File: config.mk
export PLATFORM = sky130hd
export DESIGN_NAME = timed_release_packet_slots
export DESIGN_NICKNAME = d
export VERILOG_FILES = /design/src/hw/rtl/trps_pkg.sv /design/src/hw/rtl/trps_mem.sv /design/src/hw/rtl/trps_cmp.sv /design/src/hw/rtl/timed_release_packet_slots.sv
export SDC_FILE = /design/constraint.sdc
export NUM_CORES = 1
export LEC_CHECK = 0
export BUFFER_PORTS_ARGS = -buffer_cell sky130_fd_sc_hd__buf_2
export CAP_MARGIN = 20
export CORE_UTILIZATION = 46
export CTS_BUF_LIST = sky130_fd_sc_hd__clkbuf_2 sky130_fd_sc_hd__clkbuf_4 sky130_fd_sc_hd__clkbuf_8
export CTS_CLUSTER_DIAMETER = 150
export CTS_CLUSTER_SIZE = 30
export DETAILED_ROUTE_END_ITERATION = 8
export GPL_TIMING_DRIVEN = 0
export HOLD_SLACK_MARGIN = 0.03
export PLACE_DENSITY_LB_ADDON = 0.05
export SYNTH_ARGS = -nofsm -noshare
export SYNTH_HDL_FRONTEND = slang
export SYNTH_SLANG_ARGS = --single-unit
export TNS_END_PERCENT = 50
File: constraint.sdc
create_clock -name clk -period 16.2 [get_ports clk]
set_clock_uncertainty 0.15 [all_clocks]
set_input_delay 1.62 -clock clk [delete_from_list [all_inputs] [get_ports clk]]
set_output_delay 1.62 -clock clk [all_outputs]
set_load 0.01 [all_outputs]
File: src/hw/rtl/trps_pkg.sv
// Package with the shared types and codes of the timed-release packet slot table.
`default_nettype none

package trps_pkg;

  localparam int unsigned TIME_W   = 32;
  localparam int unsigned LEN_W    = 16;
  localparam int unsigned HANDLE_W = 16;
  localparam int unsigned STATUS_W = 3;
  localparam int unsigned SLOT_W   = 4;
  localparam int unsigned OCC_W    = 5;

  typedef enum logic [STATUS_W-1:0] {
    ST_WRITTEN = 3'd0,
    ST_FULL    = 3'd1,
    ST_ZERO    = 3'd2,
    ST_NONE    = 3'd3,
    ST_OK      = 3'd4,
    ST_DROP    = 3'd5
  } status_t;

  typedef enum logic {
    MODE_WRITE = 1'b0,
    MODE_READ  = 1'b1
  } mode_t;

  typedef enum logic [2:0] {
    S_IDLE,
    S_WSCAN,
    S_RSCAN,
    S_RTAIL,
    S_RRES
  } state_t;

  typedef struct packed {
    logic [TIME_W-1:0]   release_time;
    logic [LEN_W-1:0]    packet_length;
    logic [HANDLE_W-1:0] buffer_handle;
  } entry_t;

  typedef struct packed {
    logic due;
    logic better;
  } cmp_res_t;

endpackage

`default_nettype wire

File: src/hw/rtl/trps_mem.sv
// Descriptor storage with one write port and one registered read port.
`default_nettype none

module trps_mem #(
  parameter int SLOTS = 16,
  parameter int IW    = 4
) (
  input  wire logic              clk,
  input  wire logic              we,
  input  wire logic [IW-1:0]     waddr,
  input  wire trps_pkg::entry_t  wdata,
  input  wire logic              re,
  input  wire logic [IW-1:0]     raddr,
  output trps_pkg::entry_t       rdata
);

  trps_pkg::entry_t mem [SLOTS];
  trps_pkg::entry_t rdata_r;

  always_ff @(posedge clk) begin
    if (we) begin
      mem[waddr] <= wdata;
    end
  end

  always_ff @(posedge clk) begin
    if (re) begin
      rdata_r <= mem[raddr];
    end
  end

  assign rdata = rdata_r;

endmodule

`default_nettype wire

File: src/hw/rtl/trps_cmp.sv
// Shared compare unit that checks one stored release time against now and the best so far.
`default_nettype none

module trps_cmp (
  input  wire logic [trps_pkg::TIME_W-1:0] cand,
  input  wire logic [trps_pkg::TIME_W-1:0] now_time,
  input  wire logic [trps_pkg::TIME_W-1:0] best,
  output trps_pkg::cmp_res_t               res
);

  always_comb begin
    res.due    = (cand <= now_time);
    res.better = (cand < best);
  end

endmodule

`default_nettype wire

File: src/hw/rtl/timed_release_packet_slots.sv
// Top level of the timed-release packet slot table with its scan sequencer.
//
//   Channel   Handshake            Ports
//   input     start & !busy        in_mode, in_now_time, in_release_time,
//                                  in_packet_length, in_buffer_handle, in_receive_capacity
//   result    out_valid (1 cycle)  out_status, out_slot_index, out_delivered_length,
//                                  out_delivered_handle, out_occupied_count
//
// A zero-length write or a write to a full table is answered in the cycle after acceptance.
// Another write visits the slots in order, up to and including the first free slot.
// A read does one descriptor read per slot, then the last compare in the tail state
// and the result in the result state.
// Reset clears all slots at once through the occupancy flip-flops; no clearing pass is needed.
// The receiver cannot stall; each result is shown for exactly one cycle.
`default_nettype none

module timed_release_packet_slots #(
  parameter int SLOTS = 16
) (
  input  wire logic                              clk,
  input  wire logic                              rst_n,
  input  wire logic                              start,
  output logic                                   busy,
  input  wire logic                              in_mode,
  input  wire logic [trps_pkg::TIME_W-1:0]       in_now_time,
  input  wire logic [trps_pkg::TIME_W-1:0]       in_release_time,
  input  wire logic [trps_pkg::LEN_W-1:0]        in_packet_length,
  input  wire logic [trps_pkg::HANDLE_W-1:0]     in_buffer_handle,
  input  wire logic [trps_pkg::LEN_W-1:0]        in_receive_capacity,
  output logic                                   out_valid,
  output logic [trps_pkg::STATUS_W-1:0]          out_status,
  output logic [trps_pkg::SLOT_W-1:0]            out_slot_index,
  output logic [trps_pkg::LEN_W-1:0]             out_delivered_length,
  output logic [trps_pkg::HANDLE_W-1:0]          out_delivered_handle,
  output logic [trps_pkg::OCC_W-1:0]             out_occupied_count
);

  localparam int IW = (SLOTS > 1) ? $clog2(SLOTS) : 1;
  localparam int CW = $clog2(SLOTS + 1);

  trps_pkg::state_t state_r, state_nxt;

  logic [CW-1:0] scan_r, scan_nxt;
  logic [CW-1:0] cnt_r, cnt_nxt;
  logic [SLOTS-1:0] busy_r, busy_nxt;

  logic [trps_pkg::TIME_W-1:0]   now_r, now_nxt;
  logic [trps_pkg::TIME_W-1:0]   rel_r, rel_nxt;
  logic [trps_pkg::LEN_W-1:0]    len_r, len_nxt;
  logic [trps_pkg::HANDLE_W-1:0] hnd_r, hnd_nxt;
  logic [trps_pkg::LEN_W-1:0]    cap_r, cap_nxt;

  logic          ev_vld_r, ev_vld_nxt;
  logic [IW-1:0] ev_idx_r, ev_idx_nxt;

  logic                          found_r, found_nxt;
  logic [IW-1:0]                 best_idx_r, best_idx_nxt;
  logic [trps_pkg::TIME_W-1:0]   best_rel_r, best_rel_nxt;
  logic [trps_pkg::LEN_W-1:0]    best_len_r, best_len_nxt;
  logic [trps_pkg::HANDLE_W-1:0] best_hnd_r, best_hnd_nxt;

  logic                          out_valid_r, out_valid_nxt;
  trps_pkg::status_t             out_status_r, out_status_nxt;
  logic [trps_pkg::SLOT_W-1:0]   out_slot_r, out_slot_nxt;
  logic [trps_pkg::LEN_W-1:0]    out_len_r, out_len_nxt;
  logic [trps_pkg::HANDLE_W-1:0] out_hnd_r, out_hnd_nxt;
  logic [trps_pkg::OCC_W-1:0]    out_occ_r, out_occ_nxt;

  logic          accept;
  logic          table_full;
  logic          scan_last;
  logic [IW-1:0] scan_idx;
  logic          ws_free;

  logic             mem_we;
  logic             mem_re;
  trps_pkg::entry_t mem_wdata;
  trps_pkg::entry_t mem_rdata;

  trps_pkg::cmp_res_t cmp_res;

  logic [IW+trps_pkg::SLOT_W-1:0] slot_wide_w, slot_wide_r;
  logic [CW+trps_pkg::OCC_W-1:0]  occ_wide;

  assign accept     = start && (state_r == trps_pkg::S_IDLE);
  assign table_full = (cnt_r == CW'(SLOTS));
  assign scan_idx   = scan_r[IW-1:0];
  assign scan_last  = (scan_r == CW'(SLOTS - 1));
  assign ws_free    = !busy_r[scan_idx];

  assign slot_wide_w = {{trps_pkg::SLOT_W{1'b0}}, scan_idx};
  assign slot_wide_r = {{trps_pkg::SLOT_W{1'b0}}, best_idx_r};

  assign mem_wdata.release_time  = rel_r;
  assign mem_wdata.packet_length = len_r;
  assign mem_wdata.buffer_handle = hnd_r;

  trps_mem #(
    .SLOTS (SLOTS),
    .IW    (IW)
  ) u_mem (
    .clk   (clk),
    .we    (mem_we),
    .waddr (scan_idx),
    .wdata (mem_wdata),
    .re    (mem_re),
    .raddr (scan_idx),
    .rdata (mem_rdata)
  );

  trps_cmp u_cmp (
    .cand     (mem_rdata.release_time),
    .now_time (now_r),
    .best     (best_rel_r),
    .res      (cmp_res)
  );

  always_comb begin
    state_nxt = state_r;
    unique case (state_r)
      trps_pkg::S_IDLE: begin
        if (start) begin
          if (in_mode == trps_pkg::MODE_READ) begin
            state_nxt = trps_pkg::S_RSCAN;
          end else if ((in_packet_length != '0) && !table_full) begin
            state_nxt = trps_pkg::S_WSCAN;
          end
        end
      end
      trps_pkg::S_WSCAN: begin
        if (ws_free) begin
          state_nxt = trps_pkg::S_IDLE;
        end
      end
      trps_pkg::S_RSCAN: begin
        if (scan_last) begin
          state_nxt = trps_pkg::S_RTAIL;
        end
      end
      trps_pkg::S_RTAIL: state_nxt = trps_pkg::S_RRES;
      trps_pkg::S_RRES:  state_nxt = trps_pkg::S_IDLE;
      default:           state_nxt = trps_pkg::S_IDLE;
    endcase
  end

  always_comb begin
    scan_nxt      = scan_r;
    cnt_nxt       = cnt_r;
    busy_nxt      = busy_r;
    now_nxt       = now_r;
    rel_nxt       = rel_r;
    len_nxt       = len_r;
    hnd_nxt       = hnd_r;
    cap_nxt       = cap_r;
    ev_vld_nxt    = 1'b0;
    ev_idx_nxt    = scan_idx;
    found_nxt     = found_r;
    best_idx_nxt  = best_idx_r;
    best_rel_nxt  = best_rel_r;
    best_len_nxt  = best_len_r;
    best_hnd_nxt  = best_hnd_r;
    out_valid_nxt = 1'b0;
    out_status_nxt = out_status_r;
    out_slot_nxt  = '0;
    out_len_nxt   = '0;
    out_hnd_nxt   = '0;
    out_occ_nxt   = out_occ_r;
    mem_we        = 1'b0;
    mem_re        = 1'b0;

    if (ev_vld_r && busy_r[ev_idx_r] && cmp_res.due && (!found_r || cmp_res.better)) begin
      found_nxt    = 1'b1;
      best_idx_nxt = ev_idx_r;
      best_rel_nxt = mem_rdata.release_time;
      best_len_nxt = mem_rdata.packet_length;
      best_hnd_nxt = mem_rdata.buffer_handle;
    end

    unique case (state_r)
      trps_pkg::S_IDLE: begin
        if (accept) begin
          now_nxt   = in_now_time;
          rel_nxt   = in_release_time;
          len_nxt   = in_packet_length;
          hnd_nxt   = in_buffer_handle;
          cap_nxt   = in_receive_capacity;
          scan_nxt  = '0;
          found_nxt = 1'b0;
          if (in_mode == trps_pkg::MODE_WRITE) begin
            if (in_packet_length == '0) begin
              out_valid_nxt  = 1'b1;
              out_status_nxt = trps_pkg::ST_ZERO;
            end else if (table_full) begin
              out_valid_nxt  = 1'b1;
              out_status_nxt = trps_pkg::ST_FULL;
            end
          end
        end
      end
      trps_pkg::S_WSCAN: begin
        if (ws_free) begin
          mem_we             = 1'b1;
          busy_nxt[scan_idx] = 1'b1;
          cnt_nxt            = cnt_r + CW'(1);
          out_valid_nxt      = 1'b1;
          out_status_nxt     = trps_pkg::ST_WRITTEN;
          out_slot_nxt       = slot_wide_w[trps_pkg::SLOT_W-1:0];
        end else begin
          scan_nxt = scan_r + CW'(1);
        end
      end
      trps_pkg::S_RSCAN: begin
        mem_re     = 1'b1;
        ev_vld_nxt = 1'b1;
        scan_nxt   = scan_r + CW'(1);
      end
      trps_pkg::S_RTAIL: begin
        scan_nxt = '0;
      end
      trps_pkg::S_RRES: begin
        out_valid_nxt = 1'b1;
        if (found_r) begin
          busy_nxt[best_idx_r] = 1'b0;
          cnt_nxt              = cnt_r - CW'(1);
          out_status_nxt       = (best_len_r <= cap_r) ? trps_pkg::ST_OK : trps_pkg::ST_DROP;
          out_slot_nxt         = slot_wide_r[trps_pkg::SLOT_W-1:0];
          out_len_nxt          = best_len_r;
          out_hnd_nxt          = best_hnd_r;
        end else begin
          out_status_nxt = trps_pkg::ST_NONE;
        end
      end
      default: begin
      end
    endcase

    occ_wide = {{trps_pkg::OCC_W{1'b0}}, cnt_nxt};
    if (out_valid_nxt) begin
      out_occ_nxt = occ_wide[trps_pkg::OCC_W-1:0];
    end
  end

  always_ff @(posedge clk) begin
    if (!rst_n) begin
      state_r     <= trps_pkg::S_IDLE;
      scan_r      <= '0;
      cnt_r       <= '0;
      busy_r      <= '0;
      ev_vld_r    <= 1'b0;
      found_r     <= 1'b0;
      out_valid_r <= 1'b0;
    end else begin
      state_r     <= state_nxt;
      scan_r      <= scan_nxt;
      cnt_r       <= cnt_nxt;
      busy_r      <= busy_nxt;
      ev_vld_r    <= ev_vld_nxt;
      found_r     <= found_nxt;
      out_valid_r <= out_valid_nxt;
    end
  end

  always_ff @(posedge clk) begin
    now_r        <= now_nxt;
    rel_r        <= rel_nxt;
    len_r        <= len_nxt;
    hnd_r        <= hnd_nxt;
    cap_r        <= cap_nxt;
    ev_idx_r     <= ev_idx_nxt;
    best_idx_r   <= best_idx_nxt;
    best_rel_r   <= best_rel_nxt;
    best_len_r   <= best_len_nxt;
    best_hnd_r   <= best_hnd_nxt;
    out_status_r <= out_status_nxt;
    out_slot_r   <= out_slot_nxt;
    out_len_r    <= out_len_nxt;
    out_hnd_r    <= out_hnd_nxt;
    out_occ_r    <= out_occ_nxt;
  end

  assign busy                 = (state_r != trps_pkg::S_IDLE);
  assign out_valid            = out_valid_r;
  assign out_status           = out_status_r;
  assign out_slot_index       = out_slot_r;
  assign out_delivered_length = out_len_r;
  assign out_delivered_handle = out_hnd_r;
  assign out_occupied_count   = out_occ_r;

  // The occupancy count always equals the number of occupied slots.
  a_count_matches: assert property (@(posedge clk) disable iff (!rst_n)
    int'(cnt_r) == $countones(busy_r))
    else $error("occupancy count differs from the occupied slot bits");

  // A result is only presented once the sequencer has returned to idle.
  a_result_when_idle: assert property (@(posedge clk) disable iff (!rst_n)
    out_valid_r |-> (state_r == trps_pkg::S_IDLE))
    else $error("result strobe while a transaction is still in progress");

  // The free-slot search only runs while at least one slot is free.
  a_wscan_has_room: assert property (@(posedge clk) disable iff (!rst_n)
    (state_r == trps_pkg::S_WSCAN) |-> (cnt_r < CW'(SLOTS)))
    else $error("free-slot search started on a full table");

  // A completed read scan always moves on to the compare tail.
  a_rscan_tail: assert property (@(posedge clk) disable iff (!rst_n)
    ((state_r == trps_pkg::S_RSCAN) && scan_last) |=> (state_r == trps_pkg::S_RTAIL))
    else $error("read scan did not end in the compare tail");

endmodule

`default_nettype wire
**Word level (Yosys, flattened, before mapping)**

Memory sizes are Yosys's and may differ from the RTL's. A register that Yosys moved wholly into a read port is not among the register bits.
Index checks and enable logic that the tools add are counted.

- Bits in registers: 260
- Bits in read-only memories: 0
- Logic and storage cells: 121
- RAM bits: 1,024
- Bits in latches: 0
- Memories: 1
- Output and inout port bits: 46

- Shift operators: 0
- Multiplexer cells: 46
- Equality and inequality tests: 15
- Add/sub/neg operators: 3
- Bitwise gates (word level): 3
- Divide/modulo/power cells: 0
- Reduce and logical (&&, ||, !) cells: 23
- $lt $le $gt $ge: 8
- Multiply operators: 0

Memories:

| memory | depth | bits a word | rd ports | clocked after memory_dff | write ports | line | source |
|---|---|---|---|---|---|---|---|
| u_mem.mem | 16 | 64 | 1 | 1 | 1 | trps_mem.sv:17 | `trps_pkg::entry_t mem [SLOTS];` |

Operators with widths:

| operator | number |
|---|---|
| $le 32x32->1 | 1 |
| $lt 32x32->1 | 1 |
| $mux 16 | 2 |
| $pmux 16 s2 | 1 |
| $mux 3 | 10 |
| $mux 5 | 4 |
| $pmux 5 s4 | 1 |
| $mux 1 | 17 |
| $and 16x16->16 | 1 |
| $le 16x16->1 | 1 |
| $logic_not 16->1 | 1 |
| $not 16->16 | 1 |
| $or 16x16->16 | 1 |
| $reduce_bool 16->1 | 1 |
| $lt 4x5->1 const B | 3 |
| $ne 2x2->1 const B | 7 |
| $pmux 3 s4 | 1 |
| $add 5x1->5 const B | 2 |
| $pmux 5 s2 | 1 |
| $pmux 3 s3 | 1 |
| $bmux 1 s4 | 2 |
| $demux 1 s4 | 2 |
| $ge 4x1->1 const B | 2 |
| $mux 4 | 2 |
| 20 further kinds | 32 |

**Longest topological paths before layout**

- Depth in word-level cells: 8
- Gate-level depth with buffers: 11
- Mapped depth without buffers: 8

**Modules after synthesis**

From an unflattened synthesis, not the netlist that was laid out.

- Cells, all modules: 2,427
- Area total of the unflattened synthesis: 50,940.1 um^2

By module, submodules not included:

| module | seq. area each (um^2) | cells an instance | area an instance (um^2) | instances |
|---|---|---|---|---|
| trps_mem | 32,671.3 | 1,647 | 40,222.3 | 1 |
| timed_release_packet_slots | 7,086.8 | 559 | 9,123.8 | 1 |
| trps_cmp | 0.0 | 221 | 1,594.0 | 1 |

**Least setup slack after synthesis**

Ideal clock, no wire load.

- Kind: register to register
- From: register u_mem.rdata[47] (netlist name)
- To: register best_hnd_r[0] (netlist bit) (enable)
- Setup slack: 6.864 ns
- Arrival: 8.501 ns
- Buffers on the path: 0
- Stages on the path, launching flop included: 8
- Data required time: 15.365 ns
- Setup time: 0.685 ns
- Cell sequence: edfxtp_1 > ha_1 > nand4_1 > nor4_1 > nand2_1 > o41ai_1 > nand4_1 > nor4b_1

- Word-level cells in the longest chain between the ends: 3
- Elaborated cells on any way between the ends: 5
- Those cells by class: order compare: 2; reduce/logical: 3

RTL lines:

| element | line | source |
|---|---|---|
| $le 32x32->1 / $lt 32x32->1 (equally long branches) | trps_cmp.sv:12, trps_cmp.sv:13 |  |
| $logic_and 1x1->1 / $logic_or 1x1->1 (equally long branches) | timed_release_packet_slots.sv:171 | `if (ev_vld_r && busy_r[ev_idx_r] && cmp_res.due && (!found_r \|\| cmp_res.better)) begin` |
| $logic_and 1x1->1 (*) | timed_release_packet_slots.sv:171 |  |
| end signal, assigned | timed_release_packet_slots.sv:273 | `best_hnd_r <= best_hnd_nxt;` |
| end, declared | timed_release_packet_slots.sv:60 | `logic [trps_pkg::HANDLE_W-1:0] best_hnd_r, best_hnd_nxt;` |

Mark *: on every way between the ends. The rest lies on a longest branch, timed or not.
A chain may end at the register's enable or synchronous reset.

**Worst setup path in the final report**

- From: register u_mem.rdata[47] (netlist name)
- To: register best_len_r[6] (netlist bit) (enable)

- Word-level cells in the longest chain between the ends: 3
- Elaborated cells on any way between the ends: 5
- Those cells by class: order compare: 2; reduce/logical: 3

RTL lines:

| element | line | source |
|---|---|---|
| $le 32x32->1 / $lt 32x32->1 (equally long branches) | trps_cmp.sv:12, trps_cmp.sv:13 |  |
| $logic_and 1x1->1 / $logic_or 1x1->1 (equally long branches) | timed_release_packet_slots.sv:171 |  |
| $logic_and 1x1->1 (*) | timed_release_packet_slots.sv:171 |  |
| end signal, assigned | timed_release_packet_slots.sv:272 | `best_len_r <= best_len_nxt;` |
| end, declared | timed_release_packet_slots.sv:59 | `logic [trps_pkg::LEN_W-1:0] best_len_r, best_len_nxt;` |

Marked as above.

==> impl_metrics.env <==
export IMPL_synthCells=2256
export IMPL_ys_seq_area_frac=0.7806
export IMPL_antenna_found_initial=9
export IMPL_fillCellCount=8675
export IMPL_hold_class="reg2reg"
export IMPL_synth_nets=2459
export IMPL_routed_via_density=5.682
export IMPL_overflow=0
export IMPL_setup_viol=0
export IMPL_cts_made_buffers=50
export IMPL_die_area_um2=112100
export IMPL_synth_ff_type="edfxtp_1"
export IMPL_synth_edff_count=1276
export IMPL_post_dp_cell_area_um2=56000
export IMPL_fin_ws_ps=11530
export IMPL_drive_above_1_share=0.3098
export IMPL_first_global_vias=24750
export IMPL_preCtsSetupSlack_ps=11370
export IMPL_max_freq_mhz=214.0
export IMPL_totalWireLength_um=124000
export IMPL_ant_nets=0
export IMPL_slew_limit_headroom=0.2499
export IMPL_syn_cell_area_um2=50930
export IMPL_status="finished, final reports clean"
export IMPL_period_minus_slack_ps=4674
export IMPL_synth_warnings=0
export IMPL_drc=0
export IMPL_r2r_start="u_mem.rdata[47]$_DFFE_PP_"
export IMPL_timing_critical_path_required_ps=16610
export IMPL_worstReg2RegEnd="best_len_r[6]$_DFFE_PP_"
export IMPL_coreArea_um2=109300
export IMPL_pwr_density_cell_nw_per_um2=101.9
export IMPL_drtIter0Drc=2365
export IMPL_cts_setup_buffers=0
export IMPL_grt_pass1_wl_um=176300
export IMPL_synthArstFlopShare=0
export IMPL_syn_area_per_cell_um2=22.58
export IMPL_cp_max_fo=7
export IMPL_grt_max_degree=48
export IMPL_gp_congestion=0.8113
export IMPL_critical_path_class="reg2reg"
export IMPL_area_growth_pct=12.22
export IMPL_cts_buffer_depth=3
export IMPL_utilization=0.5229
export IMPL_rsz0062_at_grt="no"
export IMPL_clk_latency_ps=830
export IMPL_worstHoldStart="scan_r[3]$_SDFFE_PN0P_"
export IMPL_finalMaxSlewViolations=0
export IMPL_wl_per_cell_um=29.46
export IMPL_vias=23920
export IMPL_die_width_um=334.7
export IMPL_dr_pass1_iters=5
export IMPL_die_h_um=334.7
export IMPL_cts_sinks=1348
export IMPL_grtUsageTotal=0.2239
export IMPL_htree_levels=2
export IMPL_clkTransAtPathRegs_ps=170
export IMPL_cts_tree="yes"
export IMPL_fin_crit_sh=0.2885
export IMPL_cts_resized=0
export IMPL_stdcell_area_um2=57160
export IMPL_r2r_slack_ps=11530
export IMPL_finalHoldViolations=0
export IMPL_holdPathStages=0
export IMPL_holdWs_ps=218.5
export IMPL_synth_seq_cells=1348
export IMPL_critPathLaunchType="flip-flop"
export IMPL_yosysUniqueCellTypes=55
export IMPL_nets=2893
export IMPL_r2r_cells=12
export IMPL_start_util=0.4659
export IMPL_rows=121
export IMPL_portBuffers=161
export IMPL_drv_cap=0
export IMPL_critPathArrivalTime_ps=5080
export IMPL_p_leak_nw=18.42
export IMPL_cp_end_kind="flip-flop"
export IMPL_boundaryPins=162
export IMPL_ir_drop_v=0.00007595
export IMPL_cts_hold_fix_buffers=0
export IMPL_worst_pin_slew_ps=1116
export IMPL_clockRootBuffer="clkbuf_8"
export IMPL_holdPathEnd="ev_idx_r[3]$_DFF_P_"
export IMPL_hpwl_um=85990
export IMPL_power_total_w=0.005823
==> worst max-delay path, stage by stage (launching register included) <==
cell and delay, ps:
edfxtp_1 470, ha_1 340, nand4_1 190, nor4_1 820
nor2b_1 210, o31ai_1 200, nand4_1 390, nor4b_2 530
buf_4 250, buf_4 180, buf_4 220, buf_4 230
buf_4 200
==> power breakdown <==
part           leakage, nW  total, W  switching, W  internal [W]
Clock                0.568   0.00138      0.000979      0.000402
Combinational         5.72  0.000470      0.000240      0.000230
Sequential            12.1   0.00397     0.0000715       0.00390
==> sequential cells by signal, indices dropped and copies added (netlist names), 32 cells and up <==
signal	cells
u_mem.rdata	64
u_mem.mem	1024
now_r	32
rel_r	32
best_rel_r	32
==> cell families (layout without fill, tap and decap cells) <==
kind of cell / count (synthesis) / in the layout / share of synthesized area
adders and majority gates: 87 / 87 / 0.02137
muxes: 348 / 348 / 0.1495
xor gates and xnor gates: 7 / 7 / 0.001204
other: 0 / 2 / 0
DFF: 1348 / 1348 / 0.7806
buffers and inverters: 182 / 657 / 0.01376
AOI/OAI and AO/OA: 112 / 112 / 0.01501
and+or+nand+nor: 172 / 172 / 0.01855
==> layer usage <==
metal	vias to the layer above	track usage	routed length [um]	part of all wire
li1	10170	-	-	-
met1	12940	0.3076	51820	0.42
met2	706	0.3835	63220	0.51
met3	93	0.03383	7270	0.059
met4	6	0.04178	1680	0.014
met5	-	0	28	0.00023
==> cells in the final DEF, fill, tap and decap left out, types with 39 or more instances in the layout <==
cell      instances
a21oi_1          39
buf_2           163
buf_4           116
buf_6            56
clkbuf_1         58
clkbuf_4         39
clkbuf_8         54
dfxtp_1          72
edfxtp_1       1276
ha_1             87
inv_1            94
mux4_2          329
==> cells in the mapped netlist (8+ instances only) <==
master / count / area share
o21ai_0: 19 / 0.0019
nand2_1: 26 / 0.0019
inv_1: 94 / 0.0069
a21oi_1: 39 / 0.0038
ha_1: 87 / 0.021
nor2_1: 27 / 0.0020
nor4_1: 15 / 0.0018
and2_1: 38 / 0.0047
clkbuf_1: 58 / 0.0043
nand3_1: 12 / 0.0012
nor3_1: 10 / 0.00098
a21o_1: 10 / 0.0015
mux4_2: 329 / 0.15
buf_1: 25 / 0.0018
o221a_2: 8 / 0.0018
mux2i_1: 11 / 0.0022
nand4_1: 17 / 0.0021
dfxtp_1: 72 / 0.028
edfxtp_1: 1276 / 0.75
==> area by class of cell <==
| cell class | count | area (um2) | share of cell area |
|---|---|---|---|
| multi-input combinational | 726 | 10600 | 0.1854 |
| tap | 1476 | 1847 | 0.03231 |
| antenna | 2 | 5.005 | 0.00008756 |
| inverter | 95 | 356.6 | 0.006239 |
| clock buffer | 93 | 1036 | 0.01813 |
| buffer | 87 | 344.1 | 0.006020 |
| timing repair buffer | 382 | 3213 | 0.05621 |
| sequential | 1348 | 39760 | 0.6956 |
==> through the flow <==
step / std cells / setup TNS, ps
2_1_floorplan: 2256 / 0
3_3_place_gp: 3893 / -1444640
3_5_place_dp: 4106 / 0
4_1_cts: 4199 / 0
5_1_grt: 4208 / 0
6_report: 4209 / 0
==> how the worst max path moves through the flow <==
stage,start,end,slack [ps],cells after the start
detailed placement,u_mem.rdata[47]$_DFFE_PP_,best_len_r[11]$_DFFE_PP_,11370,12
CTS,u_mem.rdata[47]$_DFFE_PP_,best_len_r[6]$_DFFE_PP_,11320,12
floorplan,u_mem.rdata[47]$_DFFE_PP_,best_hnd_r[0]$_DFFE_PP_,6860,7
global route,u_mem.rdata[47]$_DFFE_PP_,best_len_r[6]$_DFFE_PP_,11280,12
finish,u_mem.rdata[47]$_DFFE_PP_,best_len_r[6]$_DFFE_PP_,11530,12
global placement,scan_r[1]$_SDFFE_PN0P_,busy_r[0]$_SDFFE_PN0P_,-4260,10
Power figures use the tool's default switching activity.
